<file path="src/trd_pkg.sv">
// Shared types and constants for the record deframer.
package trd_pkg;

  localparam logic [7:0] APP_DATA_TYPE = 8'd23;
  localparam logic [7:0] VERSION_BYTE  = 8'h03;
  localparam logic [2:0] HDR_STORED    = 3'd4;

  // Status codes carried on the record channel.
  localparam logic ST_PAYLOAD = 1'b0;
  localparam logic ST_FAULT   = 1'b1;

  typedef struct packed {
    logic [7:0] payload_byte;
    logic       record_last;
    logic       status;
  } result_t;

endpackage

</file>
<file path="src/trd_parser.sv">
// Header collection, header check and payload count for the record deframer.
module trd_parser (
  input  logic              clk,
  input  logic              rst,
  input  logic              step,
  input  logic [7:0]        data,
  output logic              res_valid,
  output trd_pkg::result_t  res
);

  logic        in_payload;
  logic        in_payload_next;
  logic [2:0]  header_position;
  logic [2:0]  header_position_next;
  logic [15:0] bytes_remaining;
  logic [15:0] bytes_remaining_next;
  logic [7:0]  header_bytes [4];
  logic [15:0] len;
  logic        hdr_ok;
  logic        last;

  assign len    = {header_bytes[3], data};
  assign hdr_ok = (header_bytes[0] == trd_pkg::APP_DATA_TYPE) &&
                  (header_bytes[1] == trd_pkg::VERSION_BYTE) &&
                  (header_bytes[2] == trd_pkg::VERSION_BYTE) &&
                  (len != 16'd0);
  assign last   = (bytes_remaining <= 16'd1);

  always_comb begin
    in_payload_next      = in_payload;
    header_position_next = header_position;
    bytes_remaining_next = bytes_remaining;
    res_valid            = 1'b0;
    res.payload_byte     = data;
    res.record_last      = last;
    res.status           = trd_pkg::ST_PAYLOAD;
    if (in_payload) begin
      res_valid = 1'b1;
      if (last) begin
        bytes_remaining_next = 16'd0;
        in_payload_next      = 1'b0;
      end else begin
        bytes_remaining_next = bytes_remaining - 16'd1;
      end
    end else if (header_position < trd_pkg::HDR_STORED) begin
      header_position_next = header_position + 3'd1;
    end else begin
      header_position_next = 3'd0;
      if (hdr_ok) begin
        bytes_remaining_next = len;
        in_payload_next      = 1'b1;
      end else begin
        // fault result
        res_valid        = 1'b1;
        res.payload_byte = 8'd0;
        res.record_last  = 1'b0;
        res.status       = trd_pkg::ST_FAULT;
      end
    end
  end

  always_ff @(posedge clk) begin
    if (rst) begin
      in_payload      <= 1'b0;
      header_position <= 3'd0;
      bytes_remaining <= 16'd0;
    end else if (step) begin
      in_payload      <= in_payload_next;
      header_position <= header_position_next;
      bytes_remaining <= bytes_remaining_next;
    end
  end

  // store the first four header bytes
  always_ff @(posedge clk) begin
    if (step && !in_payload && header_position < trd_pkg::HDR_STORED) begin
      header_bytes[header_position[1:0]] <= data;
    end
  end

  a_pay_nonzero: assert property (@(posedge clk) disable iff (rst)
    in_payload |-> bytes_remaining != 16'd0)
    else $error("payload state with no bytes left");

  a_pos_range: assert property (@(posedge clk) disable iff (rst)
    header_position <= trd_pkg::HDR_STORED)
    else $error("header position out of range");

  a_pay_no_hdr: assert property (@(posedge clk) disable iff (rst)
    in_payload |-> header_position == 3'd0)
    else $error("header count held during payload");

  a_enter_pay: assert property (@(posedge clk) disable iff (rst)
    (step && !in_payload && header_position == trd_pkg::HDR_STORED && hdr_ok) |=>
      (in_payload && bytes_remaining == $past(len)))
    else $error("accepted header did not load the length");

endmodule

</file>
<file path="src/tls_record_deframer.sv">
// Top level of the record deframer: input register, parser, result register.
//
// Usage:
//   Wire channel: wire_valid / wire_stall / wire_byte carry the framed byte
//   stream, one word per accepted handshake. Record channel: rec_valid /
//   rec_stall carry payload_byte, record_last and status, one word per result.
//   Each record is a 5-word header (type 23, version 3.3, nonzero length)
//   followed by that many payload words; the last payload word has
//   record_last set. A bad header yields one word with status 1 and zero
//   payload, and the next wire word starts a new header.
//   Header words produce no output word, but for a bad header's fault word.
//   An accepted payload word passes the input register, then the result
//   register, before it is presented on the record channel.
//   Throughput: one wire word per cycle unless rec_stall holds a full result
//   register; set by the single parser pass between the two registers.
//   Reset: rst (synchronous) empties both registers and returns the parser
//   to header collection with no bytes pending.
//   Stall: while rec_stall holds a full result register, the input register
//   holds its word and wire_stall rises once it is full as well.
module tls_record_deframer (
  input  logic       clk,
  input  logic       rst,
  input  logic       wire_valid,
  output logic       wire_stall,
  input  logic [7:0] wire_byte,
  output logic       rec_valid,
  input  logic       rec_stall,
  output logic [7:0] payload_byte,
  output logic       record_last,
  output logic       status
);

  // input register
  logic              in_full;
  logic [7:0]        in_byte;
  // result register
  logic              out_full;
  trd_pkg::result_t  out_res;
  // parser outputs
  logic              res_valid;
  trd_pkg::result_t  res;
  logic              advance;
  logic              accept;

  // advance the input word through the parser when the result slot frees up
  assign advance    = in_full && (!out_full || !rec_stall);
  assign wire_stall = in_full && !advance;
  assign accept     = wire_valid && !wire_stall;

  always_ff @(posedge clk) begin
    if (rst) begin
      in_full <= 1'b0;
    end else if (accept) begin
      in_full <= 1'b1;
    end else if (advance) begin
      in_full <= 1'b0;
    end
  end

  always_ff @(posedge clk) begin
    if (accept) begin
      in_byte <= wire_byte;
    end
  end

  trd_parser u_parser (
    .clk       (clk),
    .rst       (rst),
    .step      (advance),
    .data      (in_byte),
    .res_valid (res_valid),
    .res       (res)
  );

  // load a result on advance; drop the held one once taken
  always_ff @(posedge clk) begin
    if (rst) begin
      out_full <= 1'b0;
    end else if (advance) begin
      out_full <= res_valid;
    end else if (!rec_stall) begin
      out_full <= 1'b0;
    end
  end

  always_ff @(posedge clk) begin
    if (advance && res_valid) begin
      out_res <= res;
    end
  end

  assign rec_valid    = out_full;
  assign payload_byte = out_res.payload_byte;
  assign record_last  = out_res.record_last;
  assign status       = out_res.status;

  a_stall_full: assert property (@(posedge clk) disable iff (rst)
    wire_stall |-> (in_full && out_full && rec_stall))
    else $error("wire stalled without a blocked pipeline");

  a_fault_zero: assert property (@(posedge clk) disable iff (rst)
    (rec_valid && status) |-> (payload_byte == 8'd0 && !record_last))
    else $error("fault word carries payload");

  a_hold_input: assert property (@(posedge clk) disable iff (rst)
    (in_full && !advance) |=> (in_full && $stable(in_byte)))
    else $error("input word lost while blocked");

endmodule

</file>
<file path="config.mk">
export PLATFORM = sky130hd
export DESIGN_NAME = tls_record_deframer
export DESIGN_NICKNAME = d
export VERILOG_FILES = /design/src/trd_pkg.sv /design/src/trd_parser.sv /design/src/tls_record_deframer.sv
export SDC_FILE = /design/constraint.sdc
export NUM_CORES = 1
export LEC_CHECK = 0
export BUFFER_PORTS_ARGS = -buffer_cell sky130_fd_sc_hd__buf_4
export CORE_AREA = 8 8 87 89
export DETAILED_ROUTE_END_ITERATION = 16
export DIE_AREA = 0 0 95 97
export PLACE_DENSITY = 0.72
export SETUP_SLACK_MARGIN = 0.15
export SLEW_MARGIN = 0
export SYNTH_ARGS = -nofsm -noshare
export SYNTH_HDL_FRONTEND = slang
export SYNTH_HIERARCHICAL = 1
export SYNTH_SLANG_ARGS = --single-unit
</file>
<file path="constraint.sdc">
create_clock -name clk -period 2.1 [get_ports clk]
set_input_delay 0.105 -clock clk [delete_from_list [all_inputs] [get_ports clk]]
set_output_delay 0.105 -clock clk [all_outputs]
set_load 0.005 [all_outputs]
</file>
[Word level (Yosys, flattened, before mapping)]
Memories as Yosys holds them, arrays and structs flattened.
Cells that the tools add are included.
Storage, ports and cells
  memories kept: 1
  RAM bits: 32
  word-level logic and storage cells: 62
  register bits: 40
  bits of input ports: 12
  output and inout port bits: 12
Memories
  u_parser.header_bytes: words 4, bits a word 8, read ports 4, clocked after Yosys merged registers in 0, wr ports 1, line trd_parser.sv:17  | logic [7:0] header_bytes [4];
Cells by class
  $lt $le $gt $ge: 2
  mux-type cells: 21
  bitwise logic cells: 1
  eq/ne operators: 5
  reductions and logical operators: 21
  $add $sub $neg: 2
Operators by type and width (number)
  2-to-1 mux 16 bit: 4
  2-to-1 mux 10 bit: 3
  == test 8 x 2 -> 1 bit, second input constant: 2
  <= comparator 16 x 1 -> 1 bit, second input constant: 1
  nonzero test 16 bit: 1
  subtractor 16 x 1 -> 16 bit, second input constant: 1
  2-to-1 mux 1 bit: 13
  logical AND 1 bit: 9
  == test 8 x 5 -> 1 bit, second input constant: 1
  zero test 1 bit: 5
  inequality test 2 x 1 -> 1 bit, second input constant: 2
  nonzero test 2 bit: 2
  adder 3 x 1 -> 3 bit, second input constant: 1
  < comparator 3 bit, second input constant: 1
  2-to-1 mux 3 bit: 1
  AND reduction 3 bit: 1
  AND reduction 2 bit: 1
  OR reduction 2 bit: 1
  logical OR 1 bit: 1
  inverter 1 bit: 1

[Logic depth before layout (Yosys ltp)]
  depth in word-level cells: 8
  mapped depth: 8

[Hierarchy]
Netlist, hierarchy kept.
Modules (own cells, without submodules)
  trd_parser: area each 2517.4 sq um, cells an instance 225, seq. area each 1361.3 sq um, instances 1
  tls_record_deframer: area each 634.4 sq um, cells an instance 30, seq. area each 580.6 sq um, instances 1

[Worst setup path after synthesis]
Ideal clock, no wire load.
  path kind: register to register
  start: register in_byte[3]
  end: register out_res (netlist bit payload_byte[0]) (enable)
  arrival time: 1.792 ns
  setup time: 0.380 ns
  slack: -0.072 ns
  cell stages (with the launch flop): 7
  cells stage by stage: edfxtp_1 -> nor4_1 -> nand4_1 -> and3_1 -> o21ai_0 -> nand2_1 -> a21oi_1
On the way
  longest elaborated chain between the ends: 6
RTL lines
  start, declared: line tls_record_deframer.sv:35  | logic [7:0] in_byte;
  start signal, assigned: line tls_record_deframer.sv:62  | in_byte <= wire_byte;
  nonzero test 16 bit: line trd_parser.sv:26  | (len != 16'd0);
  logical AND 1 bit: line trd_parser.sv:25  | (header_bytes[2] == trd_pkg::VERSION_BYTE) &&
  2-to-1 mux 1 bit: line trd_parser.sv:49  | if (hdr_ok) begin
  2-to-1 mux 1 bit: line trd_parser.sv:45  | end else if (header_position < trd_pkg::HDR_STORED) begin
  2-to-1 mux 1 bit: line trd_parser.sv:37  | if (in_payload) begin
  named net res_valid: line tls_record_deframer.sv:40  | logic res_valid;
  logical AND 1 bit: line tls_record_deframer.sv:87  | if (advance && res_valid) begin
  end signal, assigned: line tls_record_deframer.sv:88  | out_res <= res;
  end, declared: line tls_record_deframer.sv:38  | trd_pkg::result_t out_res;
The timed path passes the listed nets, and every way through them passes these cells.
A chain may end at the register's enable or synchronous reset.

[Worst setup path in the final report]
  start: register in_byte[7]
  end: register out_res (netlist bit payload_byte[2]) (enable)
The elaborated chain is that of the path after synthesis.

==> results.ini <==
[critical_path]
cp.depth = 7
r2r_slack_ns = 0.07
rr_startpoint = in_byte[7]
cp_slowest_stage_delay_ns = 0.43
crit_end = payload_byte[2]
end_kind = register
crit_path_cell_trace = nor4_4 > nand4_1 > and3_1 > o21ai_1 > nand2_1 > a21oi_4 > clkbuf_16
reg2reg_depth = 7
cpMaxStageDelayCell = edfxtp_1
crit_path_start_kind = register
crit_path_max_fanout = 5
crit_start = in_byte[7]
critPathKind = register to register
critPathTopFamily = simple AND/OR/NAND/NOR gates
arrival_ns = 2.11
crit_buf_inv = 1
cp.required_ns = 2.18
r2r-end = payload_byte[2]

[timing]
fmax_ghz = 0.493
setup_violations = 0
worst_slack_ns = 0.0710
tightest_slew_ns = 0.703
finClkSkew_ns = 0.00590
period_share = 0.966
period_needed_ns = 2.03
max_slew_margin = 0.529
hold_viol = 0
rsz0062_at_grt = yes
maxSlewViolCount = 0

[die]
std_cell_rows = 29
io_pins = 24
die_h_um = 97
coreArea_mm2 = 0.00620
die_x_um = 95
initial_core_util = 0.508
die_area_mm2 = 0.00922

[final_layout]
diodes = 0
final_nets = 333
fill_cells = 457
syn2layout_area_growth_pct = 29.7
drive_gt1_frac = 0.334
stdcell_area_mm2 = 0.00409

[drt]
ant_nets = 0
vias = 2290
wirelength_um = 7380
first_pass_iters = 4
wire_per_inst_um = 18.6
drtIter0Drc = 154
viasPerCell = 5.77
drc = 0

[clock_tree]
clock_path_buffers = 2
cts.sinks = 72
root_buffer = clkbuf_8
clk_pin_slew_ns = 0.08
htreeDepth = 3
cts_made_buffers = 9
clock_latency_ns = 0.35
cts_tree = done

[synth]
yosysWarnings = 6
synth_cell_type_count = 44
synthCells = 255
yosysSeqAreaShare = 0.616
synthesis.nets = 273
ys_ff_latch = 72
syn_area_mm2 = 0.00315
netlist.area_leader.share = 0.476
synthTopCellsByArea = edfxtp_1 48%, dfxtp_1 14%, o32ai_1 2.5%
synth_area_per_cell_um2 = 12.4
synth_top_cell_by_area = edfxtp_1

[global_routing]
antenna_found_initial = 0
overflow = 0
grt_max_degree = 32
grt_pass1_vias = 2185
grt_pass1_wl_um = 11300
grt_use_total = 0.161

[min_path]
holdCritPathClass = input pin to register

[power_and_ir_drop]
power_density_mw_per_mm2 = 677
peakVddDrop_uv = 417
power_mw = 2.77
p_leak_nw = 1.50

[placement]
globalplace.congestion = 0.819
place_ws_ns = -0.0738
hpwl_um = 4670
dpl_cell_area_mm2 = 0.00355
port_buffers = 23

[status]
status = finished, final reports clean

[job]
drv_cap = 0

[cell usage after synthesis (all sizes together)]
library cell and n:
or4 3, nor4bb 2, and3 3, clkbuf 6, or2b 1, nor2 17
o21a 1, nor3 7, buf 4, nor4 8, nor4b 3, nand2 12
nor3b 1, nand4 2, dfxtp 22, a221oi 6, inv 16, o21ai 2
a22oi 6, o32ai 9, a31oi 1, ha 6, edfxtp 50, nand2b 9
or3 3, nor2b 3, a211oi 8, a41oi 1, and2 12, nand3 2
a32oi 3, xnor2 4, nand4b 2, a21oi 18, and4b 1, and4 1
[how the worst min path moves through the flow]
stage / from / depth (start not counted) / slack, ns / endpoint
finish: wire_valid / 3 / 0.01 / in_full
global route: wire_valid / 3 / 0.02 / in_full
CTS: wire_valid / 3 / 0.002 / in_full
detailed placement: wire_byte[4] / 1 / 0.28 / in_byte[4]
global placement: wire_byte[6] / 1 / 0.28 / in_byte[6]
floorplan: rst / 1 / 0.17 / in_full
[power breakdown]
group	internal [mW]	switching, mW
clock	0.548	0.550
combinational	0.0518	0.0615
sequential	1.54	0.0155
total	2.14	0.627
[routing by layer]
metal | global-route usage | vias to the layer above | part of all wire | wire length [um]
li1 | - | 1091 | - | -
met1 | 0.210 | 1101 | 0.43 | 3150
met2 | 0.230 | 74 | 0.47 | 3500
met3 | 0.0448 | 24 | 0.064 | 470
met4 | 0.0950 | 0 | 0.036 | 263
met5 | 0 | - | 0 | 0
[state kept, by name (all words and copies together) (netlist names)]
| name | flops |
|---|---|
| u_parser/header_position | 3 |
| payload_byte | 8 |
| record_last | 1 |
| u_parser/header_bytes | 32 |
| u_parser/in_payload | 1 |
| u_parser/bytes_remaining | 16 |
| in_byte | 8 |
| status | 1 |
| in_full | 1 |
| rec_valid | 1 |
[cells by family (layout without fill, tap and decap cells)]
kind of cell / count (synthesis) / count (layout) / synth area share
simple gates: 92 / 92 / 0.187
flops: 72 / 72 / 0.616
compound gates: 55 / 55 / 0.127
buf+inv: 26 / 91 / 0.0353
fa+ha+maj: 6 / 6 / 0.0238
xor+xnor: 4 / 4 / 0.0111
[worst min-delay path, cell delays in order]
cell	delay [ns]
buf_4	0.07
inv_1	0.05
a21oi_2	0.10
[through the flow]
| stage | TNS (ns) | util | std cells | hold WS [ns] |
|---|---|---|---|---|
| after floorplan | 0 | - | 255 | 0.167 |
| after global placement | -0.939 | 0.572 | 366 | 0.284 |
| after detailed placement | -0.977 | 0.572 | 366 | 0.285 |
| after CTS | 0 | 0.623 | 390 | 0.00226 |
| after global routing | -0.0121 | 0.659 | 397 | 0.0215 |
| final | 0 | 0.659 | 397 | 0.0106 |
[layout make-up]
cell class                      count  area (um2)  area share
Clock buffer                        9         124      0.0303
Clock inverter                      7        70.1      0.0171
Inverter                           16        60.1      0.0147
Multi-Input combinational cell    157        1280       0.314
Sequential cell                    72        1950       0.476
Tap cell                           77        96.3      0.0236
Timing Repair Buffer               59         509       0.125
[timing repair]
| action | 4_1_cts | 5_1_grt |
|---|---|---|
| hold buffers | 8 | 0 |
| buffers inserted | 0 | 5 |
| pin swaps | 2 | 16 |
| setup endpoints to repair | 37 | 43 |
| resized for setup | 6 | 36 |
| endpoints found under the hold margin | 8 | 0 |
| gates cloned | 0 | 2 |
[placed cells by master, fill, tap and decap left out, types with 8 or more instances in the layout]
master	Yosys	layout
a21oi_1	14	11
and2_1	12	11
buf_4	1	43
clkbuf_8	0	9
dfxtp_1	22	19
dlygate4sd3_1	0	8
edfxtp_1	50	50
inv_1	16	16
nand2_1	12	11
nand2b_1	9	9
nor2_1	17	14
o32ai_1	9	9
Note: power is estimated with default switching activity, not from simulation.
